### src/i2c_clm_pkg.sv
package i2c_clm_pkg;

  localparam int unsigned FifoDepth   = 32;
  localparam int unsigned FifoAw      = $clog2(FifoDepth);
  localparam int unsigned MaxCommands = 16;
  localparam int unsigned RegWords    = 64;
  localparam int unsigned RegAw       = $clog2(RegWords);

  localparam logic [7:0]  CmdBase  = 8'h58;
  localparam logic [31:0] DoneBit  = 32'h8000_0000;

  localparam logic [7:0] OffCtrl   = 8'h04;
  localparam logic [7:0] OffStatus = 8'h08;
  localparam logic [7:0] OffFifoCf = 8'h18;
  localparam logic [7:0] OffData   = 8'h1C;
  localparam logic [7:0] OffRawIrq = 8'h20;
  localparam logic [7:0] OffIrqClr = 8'h24;
  localparam logic [7:0] OffIrqEn  = 8'h28;
  localparam logic [7:0] OffIrqSt  = 8'h2C;

  localparam logic [1:0] ActWrite = 2'd0;
  localparam logic [1:0] ActRead  = 2'd1;
  localparam logic [1:0] ActEvent = 2'd2;

  localparam logic [2:0] EvStart = 3'd0;
  localparam logic [2:0] EvAck   = 3'd1;
  localparam logic [2:0] EvNack  = 3'd2;
  localparam logic [2:0] EvByte  = 3'd3;
  localparam logic [2:0] EvIdle  = 3'd4;

  localparam logic [2:0] OpNone  = 3'd0;
  localparam logic [2:0] OpStart = 3'd1;
  localparam logic [2:0] OpWrite = 3'd2;
  localparam logic [2:0] OpRead  = 3'd3;
  localparam logic [2:0] OpStop  = 3'd4;

  localparam logic [2:0] CmdWrite = 3'd1;
  localparam logic [2:0] CmdEnd   = 3'd4;

  localparam logic [4:0] IrqRxOvf  = 5'd2;
  localparam logic [4:0] IrqEnd    = 5'd3;
  localparam logic [4:0] IrqTxEmp  = 5'd6;
  localparam logic [4:0] IrqFail   = 5'd7;
  localparam logic [4:0] IrqNack   = 5'd10;
  localparam logic [4:0] IrqTxOvf  = 5'd11;
  localparam logic [4:0] IrqRxUnf  = 5'd12;

  typedef struct packed {
    logic [1:0]  action;
    logic [7:0]  reg_offset;
    logic [31:0] write_value;
    logic [2:0]  bus_event;
    logic [7:0]  rx_byte;
  } in_item_t;

  typedef struct packed {
    logic [31:0] read_data;
    logic        irq;
    logic [2:0]  bus_op;
    logic [7:0]  bus_byte;
    logic        bus_is_address;
    logic        bus_dir_write;
    logic        read_send_ack;
    logic        busy_res;
  } out_item_t;

endpackage

### src/i2c_command_list_master_core.sv
// channel   dir  handshake                 payload
// in        in   in_valid_i / in_stall_o   in_data_i  (in_item_t)
// out       out  out_valid_o / out_stall_i out_data_o (out_item_t)
// cfg       in   cfg_valid_i / cfg_ready_o cfg_data_i (variant bit)
//
// one item at a time: a register write that starts no transaction goes
// straight to the output state and a read passes through a register-read
// state; a transaction start or a bus event walks the command slots, skipping
// each zero-length slot, the register file being read in the state before each use
// reset clears control state and register valid bits; fifos start empty
// a stalled result holds the sequencer in its output state
module i2c_command_list_master_core (
  input  logic                   clk_i,
  input  logic                   rst_ni,
  input  logic                   in_valid_i,
  output logic                   in_stall_o,
  input  i2c_clm_pkg::in_item_t  in_data_i,
  output logic                   out_valid_o,
  input  logic                   out_stall_i,
  output i2c_clm_pkg::out_item_t out_data_o,
  input  logic                   cfg_valid_i,
  output logic                   cfg_ready_o,
  input  logic                   cfg_data_i
);
  import i2c_clm_pkg::*;

  typedef enum logic [3:0] {
    S_IDLE, S_REG_RD, S_CD_RD, S_CD_WR, S_RUN_RD, S_RUN_EX, S_FIN_RD, S_FIN_WR,
    S_ACK_RD, S_ACK_EX, S_TX_RD, S_TX_EX, S_OUT
  } state_e;

  typedef enum logic [1:0] {AD_RUN, AD_FIN_FAIL, AD_FIN_END} after_e;

  state_e              state_q;
  after_e              after_q;
  logic                variant_q;
  logic [FifoAw-1:0]   tx_head_q, rx_head_q;
  logic [FifoAw:0]     tx_cnt_q, rx_cnt_q;
  logic [31:0]         raw_q, en_q;
  logic [4:0]          idx_q;
  logic [7:0]          bytes_q;
  logic                busy_q, busbusy_q, expaddr_q, ackchk_q, write_q;
  logic [4:0]          fin_bit_q;
  logic                fin_rel_q;
  logic [7:0]          off_q;
  out_item_t           res_q, out_q;
  out_item_t           res_fin;
  logic                out_vld_q;

  logic [31:0]         rf_mem [RegWords];
  logic [RegWords-1:0] rf_vld_q;
  logic [31:0]         rf_rdata_q;
  logic                rf_rvld_q;
  logic [31:0]         rf_word;
  logic                rf_re, rf_we;
  logic [RegAw-1:0]    rf_raddr, rf_waddr;
  logic [31:0]         rf_wdata;

  logic [7:0]          tx_mem [FifoDepth];
  logic [7:0]          rx_mem [FifoDepth];
  logic [7:0]          tx_rdata_q, rx_rdata_q;
  logic                tx_we, rx_we;

  logic                in_acc;
  logic                ctrl_start;
  logic [RegAw-1:0]    slot_addr;
  logic [4:0]          slots;
  logic [2:0]          opc, op_rs, op_rd, op_sp;
  logic [7:0]          bytes_dec;
  logic                tx_full, rx_full;

  assign in_acc      = in_valid_i && !in_stall_o;
  assign in_stall_o  = (state_q != S_IDLE);
  assign cfg_ready_o = 1'b1;
  assign out_valid_o = out_vld_q;
  assign out_data_o  = out_q;

  assign ctrl_start = (in_data_i.reg_offset == OffCtrl) && in_data_i.write_value[5] &&
                      !busy_q && in_data_i.write_value[4];

  assign rf_word   = rf_rvld_q ? rf_rdata_q : 32'd0;
  assign slot_addr = RegAw'(CmdBase[7:2]) + RegAw'(idx_q);
  assign slots     = variant_q ? 5'd8 : 5'(MaxCommands);
  assign opc       = rf_word[13:11];
  assign op_rs     = variant_q ? 3'd6 : 3'd0;
  assign op_rd     = variant_q ? 3'd3 : 3'd2;
  assign op_sp     = variant_q ? 3'd2 : 3'd3;
  assign bytes_dec = bytes_q - 8'd1;
  assign tx_full   = (tx_cnt_q == (FifoAw+1)'(FifoDepth));
  assign rx_full   = (rx_cnt_q == (FifoAw+1)'(FifoDepth));

  always_comb begin
    res_fin          = res_q;
    res_fin.irq      = |(raw_q & en_q);
    res_fin.busy_res = busy_q;
  end

  // register file port control
  always_comb begin
    rf_re    = 1'b0;
    rf_raddr = slot_addr;
    rf_we    = 1'b0;
    rf_waddr = slot_addr;
    rf_wdata = rf_word | DoneBit;
    unique case (state_q)
      S_IDLE: begin
        rf_re    = in_acc;
        rf_raddr = in_data_i.reg_offset[7:2];
        rf_we    = in_acc && (in_data_i.action == ActWrite);
        rf_waddr = in_data_i.reg_offset[7:2];
        rf_wdata = in_data_i.write_value;
      end
      S_CD_RD, S_RUN_RD, S_ACK_RD: rf_re = 1'b1;
      S_FIN_RD: begin
        rf_re    = 1'b1;
        rf_raddr = RegAw'(OffCtrl[7:2]);
      end
      S_CD_WR: rf_we = 1'b1;
      S_FIN_WR: begin
        rf_we    = 1'b1;
        rf_waddr = RegAw'(OffCtrl[7:2]);
        rf_wdata = rf_word & ~(32'd1 << 5);
      end
      default: ;
    endcase
  end

  assign tx_we = (state_q == S_IDLE) && in_acc && (in_data_i.action == ActWrite) &&
                 (in_data_i.reg_offset == OffData) && !tx_full;
  assign rx_we = (state_q == S_IDLE) && in_acc && (in_data_i.action == ActEvent) &&
                 busy_q && (in_data_i.bus_event == EvByte) && !rx_full;

  always_ff @(posedge clk_i) begin
    if (rf_we) begin
      rf_mem[rf_waddr] <= rf_wdata;
    end
    if (rf_re) begin
      rf_rdata_q <= rf_mem[rf_raddr];
    end
  end

  always_ff @(posedge clk_i or negedge rst_ni) begin
    if (!rst_ni) begin
      rf_vld_q  <= '0;
      rf_rvld_q <= 1'b0;
    end else begin
      if (rf_we) begin
        rf_vld_q[rf_waddr] <= 1'b1;
      end
      if (rf_re) begin
        rf_rvld_q <= rf_vld_q[rf_raddr];
      end
    end
  end

  always_ff @(posedge clk_i) begin
    if (tx_we) begin
      tx_mem[tx_head_q + FifoAw'(tx_cnt_q)] <= in_data_i.write_value[7:0];
    end
    if (state_q == S_TX_RD) begin
      tx_rdata_q <= tx_mem[tx_head_q];
    end
    if (rx_we) begin
      rx_mem[rx_head_q + FifoAw'(rx_cnt_q)] <= in_data_i.rx_byte;
    end
    if (state_q == S_IDLE) begin
      rx_rdata_q <= rx_mem[rx_head_q];
    end
  end

  always_ff @(posedge clk_i or negedge rst_ni) begin
    if (!rst_ni) begin
      state_q   <= S_IDLE;
      after_q   <= AD_RUN;
      variant_q <= 1'b0;
      tx_head_q <= '0;
      tx_cnt_q  <= '0;
      rx_head_q <= '0;
      rx_cnt_q  <= '0;
      raw_q     <= '0;
      en_q      <= '0;
      idx_q     <= '0;
      bytes_q   <= '0;
      busy_q    <= 1'b0;
      busbusy_q <= 1'b0;
      expaddr_q <= 1'b0;
      ackchk_q  <= 1'b0;
      write_q   <= 1'b0;
      fin_bit_q <= '0;
      fin_rel_q <= 1'b0;
      off_q     <= '0;
      res_q     <= '0;
      out_q     <= '0;
      out_vld_q <= 1'b0;
    end else begin
      if (cfg_valid_i && cfg_ready_o) begin
        variant_q <= cfg_data_i;
      end
      if (out_vld_q && !out_stall_i && (state_q != S_OUT)) begin
        out_vld_q <= 1'b0;
      end
      unique case (state_q)
        S_IDLE: begin
          if (in_acc) begin
            res_q <= '0;
            off_q <= in_data_i.reg_offset;
            unique case (in_data_i.action)
              ActWrite: begin
                state_q <= ctrl_start ? S_RUN_RD : S_OUT;
                unique case (in_data_i.reg_offset)
                  OffCtrl: begin
                    if (ctrl_start) begin
                      busy_q    <= 1'b1;
                      expaddr_q <= 1'b0;
                      idx_q     <= '0;
                      bytes_q   <= '0;
                      raw_q     <= raw_q & ~((32'd1 << IrqEnd) | (32'd1 << IrqFail) |
                                             (32'd1 << IrqNack));
                    end
                  end
                  OffFifoCf: begin
                    if (in_data_i.write_value[12]) begin
                      rx_head_q <= '0;
                      rx_cnt_q  <= '0;
                    end
                    if (in_data_i.write_value[13]) begin
                      tx_head_q <= '0;
                      tx_cnt_q  <= '0;
                    end
                  end
                  OffData: begin
                    if (tx_full) begin
                      raw_q <= raw_q | (32'd1 << IrqTxOvf);
                    end else begin
                      tx_cnt_q <= tx_cnt_q + 1'b1;
                    end
                  end
                  OffIrqClr: raw_q <= raw_q & ~in_data_i.write_value;
                  OffIrqEn:  en_q  <= in_data_i.write_value;
                  default: ;
                endcase
              end
              ActRead: state_q <= S_REG_RD;
              ActEvent: begin
                if (busy_q) begin
                  case (in_data_i.bus_event)
                    EvStart: begin
                      after_q <= AD_RUN;
                      state_q <= S_CD_RD;
                    end
                    EvAck, EvNack, EvByte: begin
                      if (in_data_i.bus_event == EvNack && ackchk_q) begin
                        raw_q     <= raw_q | (32'd1 << IrqNack);
                        fin_bit_q <= IrqNack;
                        fin_rel_q <= 1'b1;
                        state_q   <= S_FIN_RD;
                      end else begin
                        if (in_data_i.bus_event == EvNack) begin
                          raw_q <= raw_q | (32'd1 << IrqNack);
                        end
                        if (in_data_i.bus_event == EvByte) begin
                          if (rx_full) begin
                            raw_q <= raw_q | (32'd1 << IrqRxOvf);
                          end else begin
                            rx_cnt_q <= rx_cnt_q + 1'b1;
                          end
                        end
                        if (bytes_q == 8'd0) begin
                          state_q <= S_RUN_RD;
                        end else begin
                          bytes_q <= bytes_dec;
                          if (bytes_dec == 8'd0) begin
                            after_q <= AD_RUN;
                            state_q <= S_CD_RD;
                          end else if (in_data_i.bus_event == EvByte) begin
                            state_q <= S_ACK_RD;
                          end else begin
                            state_q <= S_TX_RD;
                          end
                        end
                      end
                    end
                    EvIdle: begin
                      after_q <= AD_FIN_FAIL;
                      state_q <= S_CD_RD;
                    end
                    default: state_q <= S_OUT;
                  endcase
                end else begin
                  state_q <= S_OUT;
                end
              end
              default: state_q <= S_OUT;
            endcase
          end
        end
        S_REG_RD: begin
          unique case (off_q)
            OffStatus: res_q.read_data <= (32'(busbusy_q) << 4) | (32'(rx_cnt_q) << 8) |
                                          (32'(tx_cnt_q) << 18);
            OffData: begin
              if (rx_cnt_q == '0) begin
                res_q.read_data <= '0;
                raw_q           <= raw_q | (32'd1 << IrqRxUnf);
              end else begin
                res_q.read_data <= 32'(rx_rdata_q);
                rx_head_q       <= rx_head_q + 1'b1;
                rx_cnt_q        <= rx_cnt_q - 1'b1;
              end
            end
            OffRawIrq: res_q.read_data <= raw_q;
            OffIrqSt:  res_q.read_data <= raw_q & en_q;
            default:   res_q.read_data <= rf_word;
          endcase
          state_q <= S_OUT;
        end
        S_CD_RD: state_q <= S_CD_WR;
        S_CD_WR: begin
          idx_q   <= idx_q + 1'b1;
          bytes_q <= '0;
          unique case (after_q)
            AD_RUN: state_q <= S_RUN_RD;
            AD_FIN_FAIL: begin
              fin_bit_q <= IrqFail;
              fin_rel_q <= 1'b1;
              state_q   <= S_FIN_RD;
            end
            default: begin
              fin_bit_q <= IrqEnd;
              fin_rel_q <= 1'b0;
              state_q   <= S_FIN_RD;
            end
          endcase
        end
        S_RUN_RD: begin
          if (idx_q < slots) begin
            state_q <= S_RUN_EX;
          end else begin
            fin_bit_q <= IrqFail;
            fin_rel_q <= 1'b1;
            state_q   <= S_FIN_RD;
          end
        end
        S_RUN_EX: begin
          bytes_q  <= rf_word[7:0];
          ackchk_q <= rf_word[8];
          if (opc == op_rs) begin
            busbusy_q    <= 1'b1;
            expaddr_q    <= 1'b1;
            res_q.bus_op <= OpStart;
            state_q      <= S_OUT;
          end else if (opc == CmdWrite || opc == op_rd) begin
            if (rf_word[7:0] == 8'd0) begin
              after_q <= AD_RUN;
              state_q <= S_CD_WR;
            end else if (opc == CmdWrite) begin
              state_q <= S_TX_RD;
            end else begin
              res_q.bus_op        <= OpRead;
              res_q.read_send_ack <= !rf_word[10];
              state_q             <= S_OUT;
            end
          end else if (opc == op_sp) begin
            res_q.bus_op <= OpStop;
            state_q      <= S_OUT;
          end else if (opc == CmdEnd) begin
            after_q <= AD_FIN_END;
            state_q <= S_CD_WR;
          end else begin
            fin_bit_q <= IrqFail;
            fin_rel_q <= 1'b1;
            state_q   <= S_FIN_RD;
          end
        end
        S_FIN_RD: state_q <= S_FIN_WR;
        S_FIN_WR: begin
          busy_q <= 1'b0;
          if (fin_rel_q) begin
            busbusy_q <= 1'b0;
          end
          raw_q   <= raw_q | (32'd1 << fin_bit_q);
          state_q <= S_OUT;
        end
        S_ACK_RD: state_q <= S_ACK_EX;
        S_ACK_EX: begin
          res_q.bus_op        <= OpRead;
          res_q.read_send_ack <= !rf_word[10];
          state_q             <= S_OUT;
        end
        S_TX_RD: begin
          if (tx_cnt_q == '0) begin
            fin_bit_q <= IrqTxEmp;
            fin_rel_q <= 1'b1;
            state_q   <= S_FIN_RD;
          end else begin
            state_q <= S_TX_EX;
          end
        end
        S_TX_EX: begin
          tx_head_q            <= tx_head_q + 1'b1;
          tx_cnt_q             <= tx_cnt_q - 1'b1;
          res_q.bus_op         <= OpWrite;
          res_q.bus_byte       <= tx_rdata_q;
          res_q.bus_is_address <= expaddr_q;
          if (expaddr_q) begin
            write_q             <= !tx_rdata_q[0];
            expaddr_q           <= 1'b0;
            res_q.bus_dir_write <= !tx_rdata_q[0];
          end else begin
            res_q.bus_dir_write <= write_q;
          end
          state_q <= S_OUT;
        end
        S_OUT: begin
          if (!out_vld_q || !out_stall_i) begin
            out_q     <= res_fin;
            out_vld_q <= 1'b1;
            state_q   <= S_IDLE;
          end
        end
        default: state_q <= S_IDLE;
      endcase
    end
  end

endmodule

### config.mk
export PLATFORM = sky130hd
export DESIGN_NAME = i2c_command_list_master_core
export DESIGN_NICKNAME = d
export VERILOG_FILES = /design/src/i2c_clm_pkg.sv /design/src/i2c_command_list_master_core.sv
export SDC_FILE = /design/constraint.sdc
export NUM_CORES = 2
export LEC_CHECK = 0
export BUFFER_PORTS_ARGS = -buffer_cell sky130_fd_sc_hd__buf_2
export CORE_UTILIZATION = 35
export CTS_CLUSTER_DIAMETER = 100
export DETAILED_ROUTE_END_ITERATION = 10
export PLACE_DENSITY_LB_ADDON = 0.25
export RECOVER_POWER = 100
export SYNTH_ARGS = -nofsm -noshare
export SYNTH_HDL_FRONTEND = slang
export SYNTH_SLANG_ARGS = --single-unit
### constraint.sdc
create_clock -name clk_i -period 4.75 [get_ports clk_i]
set_clock_uncertainty 0.1 [all_clocks]
set_input_delay 0.95 -clock clk_i [delete_from_list [all_inputs] [get_ports clk_i]]
set_output_delay 0.95 -clock clk_i [all_outputs]
set_load 0.01 [all_outputs]
==> results.cfg <==
[power]
pwr-share-clk_pct = 25.0
powerDensity_nw_per_um2 = 735.4
intPower_mw = 59.35
pwr-share-comb_pct = 40.8
pwr-share-seq_pct = 34.2
p_sw_mw = 38.59
peakVddDrop_uv = 781.5
swShare_pct = 39.40
p_leak_nw = 45.17

[grt]
first_global_vias = 66480
grt_pass1_wl_microns = 498700
globalRouteOverflowTotal = 0
antenna_found_initial = 23
grt_use_total_pct = 20.81
grt_max_degree = 116

[cts]
cts_buffer_depth = 4
cts_resized = 0
worstSkewPairLatency_ns = 0.92
postCtsSetupBuffers = 0
ctsRootBufferMaster = clkbuf_16
cts_tree = yes
hold_buffers = 0
htree_levels = 5
clock_sinks = 2892
clkTransAtPathRegs_ns = 0.06
cts_buffers = 309

[worst_hold_path]
hold_end = en_q[25]
hp-class = in2reg
holdPathStages = 2
hp-start = in_data_i[36]

[logic_synthesis]
synthTopCellsByCount = 2608 x edfxtp_1, 1255 x nand2_1, 346 x mux4_2
synth_edf_count = 2608
ys_warn_count = 0
syn_inst = 7191
yosysSeqAreaShare_pct = 74.22
synth_fp_nets = 7274
yosysMostFrequentCell = edfxtp_1
synthFlopType = edfxtp_1
yosysTopAreaCellShare_pct = 68.04
async_reset_ff_share_pct = 9.820
synth_area_per_cell_sq_um = 16.01
synth_cell_types = 83
synth_seq_cells = 2892
yosys.area.top_type = edfxtp_1
synth.area.top_cells = edfxtp_1 68%, mux4_2 6.8%, dfrtp_1 6.2%, nand2_1 4.1%, mux2_2 1.6%
syn_area_sq_um = 115100

[die]
io_pins = 110
num_rows = 210
design.core.area_sq_um = 327100
fp.dieW_microns = 575.5
die-area_sq_um = 331200
start_util_pct = 35.19
chipHeight_microns = 575.5

[placement]
dp_cells = 11620
place_congestion = 0.9052
dp_slack_ns = 0.4078
dpl.hpwl_microns = 211600
port_buffers = 108

[timing]
max_freq_mhz = 223.6
period_share_pct = 94.15
whs_ns = 0.2131
hold_violations = 0
setup_viol = 0
post-route-min-period_ns = 4.472
slew_headroom_pct = -106.5
maxSlewViolCount = 1782
tightest_slew_ns = 3.098
rsz0062_at_grt = no
worst_slack_ns = 0.2778

[run_status]
outcome = finished with violations
violations = capacitance limit, slew limit

[cells_and_area]
nNetsFinal = 7667
drive_gt1_share_pct = 18.89
area_growth_pct = 15.72
instances_no_fill = 12190
num-fill-cells = 29560
final_core_util_pct = 40.72

[setup_path]
crit_arrival_ns = 5.03
reg2reg_to = rf_rdata_q[2]
r2r_cells = 10
r2r_slack_ns = 0.28
worstSetupPathType = reg2reg
rr_startpoint = state_q[3]
cp.required_ns = 5.31
worstPathMaxFanout = 50
end_kind = register
start_kind = register

[detailed_routing]
via_per_inst = 5.584
wl_microns = 350900
drt_iter0_drc = 7869
dr_total_vias = 68060
wl_per_cell_microns = 28.79
drc = 0
ant_nets = 0
dr.pass1.iters = 5

[run]
drv_cap = 38
-- how the worst max path moves through the flow --
stage / startpoint / end / slack (ns) / depth (start not counted)
floorplan: state_q[3] / rf_mem[0][3] / -0.02 / 9
global placement: in_data_i[45] / rf_rdata_q[2] / 0.44 / 11
detailed placement: in_data_i[45] / rf_rdata_q[2] / 0.41 / 11
CTS: state_q[0] / rf_rdata_q[19] / 0.45 / 11
global route: state_q[0] / rf_mem[20][8] / 0.19 / 9
finish: state_q[3] / rf_rdata_q[2] / 0.28 / 10
-- power groups by stage --
stage               registers (mW)  logic (mW)  clock network [mW]
finish                        33.5        39.9                24.5
floorplan                     33.1        22.1                   0
global route                  33.6        42.2                25.8
CTS                           33.3        40.8                24.8
detailed placement            33.8        40.6                   0
global placement              33.8        40.4                   0
-- metal layers --
layer	global-route usage, %	share of wire (%)	vias up
met5	0	0.015	-
met4	5.460	3.0	8
met3	3.799	8.4	486
met2	32.97	46	2848
met1	29.50	42	35860
li1	-	-	28850
-- worst max-delay path, cell delays in order (launching register included) --
cell and delay (ns):
dfrtp_1 0.38, buf_4 0.20, or2_2 0.36, o21ai_2 0.57, and2_2 0.87, buf_12 0.34, a31oi_1 0.14, a22o_1 0.26
nor4_1 0.62, buf_4 0.23, o22ai_1 0.08
-- layout make-up --
| type | instances | area [sq um] | area share, % |
|---|---|---|---|
| Multi-Input combinational cell | 3833 | 28000 | 21.02 |
| Timing Repair Buffer | 520 | 3980 | 2.988 |
| Antenna cell | 12 | 30.03 | 0.02255 |
| Clock buffer | 380 | 8273 | 6.211 |
| Inverter | 28 | 106.4 | 0.07985 |
| Clock inverter | 176 | 1939 | 1.456 |
| Sequential cell | 2892 | 85430 | 64.14 |
| Tap cell | 4346 | 5438 | 4.083 |
-- sequential cells by signal, indices dropped and copies added (netlist names), 2 cells and up --
| name | count |
|---|---|
| off_q | 8 |
| rf_rdata_q | 32 |
| bytes_q | 8 |
| tx_rdata_q | 8 |
| rx_rdata_q | 8 |
| rx_head_q | 5 |
| out_data_o | 48 |
| state_q | 4 |
| rx_cnt_q | 6 |
| tx_head_q | 5 |
| en_q | 32 |
| idx_q | 5 |
| res_fin | 46 |
| after_q | 2 |
| tx_cnt_q | 6 |
| tx_mem | 256 |
| rf_vld_q | 64 |
| raw_q | 32 |
| rf_mem | 2048 |
| fin_bit_q | 4 |
| rx_mem | 256 |
-- placed cells by master (no fill, tap or decap), drive strengths merged, types with 8 or more instances in the layout --
| cell | instances |
|---|---|
| a211oi | 24 |
| a21oi | 325 |
| a221oi | 70 |
| a22o | 69 |
| a22oi | 21 |
| a311oi | 68 |
| a31o | 61 |
| a31oi | 156 |
| a32o | 22 |
| a32oi | 19 |
| and3 | 86 |
| buf | 290 |
| bufinv | 34 |
| clkbuf | 610 |
| clkinv | 119 |
| clkinvlp | 10 |
| dfrtp | 284 |
| diode | 12 |
| edfxtp | 2608 |
| ha | 22 |
| inv | 41 |
| mux2 | 167 |
| mux2i | 134 |
| mux4 | 346 |
| nand2 | 1257 |
| nand2b | 12 |
| nand3 | 87 |
| nand4 | 19 |
| nor2 | 233 |
| nor2b | 16 |
| nor3 | 27 |
| nor4 | 69 |
| o21a | 20 |
| o21ai | 266 |
| o22ai | 43 |
| o31ai | 8 |
| or2 | 69 |
| or3 | 18 |
| xnor2 | 13 |
-- cell families after synthesis --
family	after synthesis	share of synthesized area (%)
AO/OA/AOI/OAI	1219	6.871
flip-flops	2892	74.22
buffers and inverters	466	1.771
multiplexers	647	9.569
other	1	0.003258
AND/OR/NAND/NOR	1922	7.144
XOR/XNOR	20	0.1522
adder cells (fa/ha/maj)	24	0.2739
-- per-stage QoR --
step	cell area [sq um]	total power, mW	setup TNS [ns]
6_report	133200	97.95	0
4_1_cts	134500	98.90	0
2_1_floorplan	115100	55.28	-12.80
5_1_grt	133200	101.6	0
3_5_place_dp	124300	74.46	0
3_3_place_gp	124300	74.19	0
Note: power is estimated with default switching activity, not from simulation.
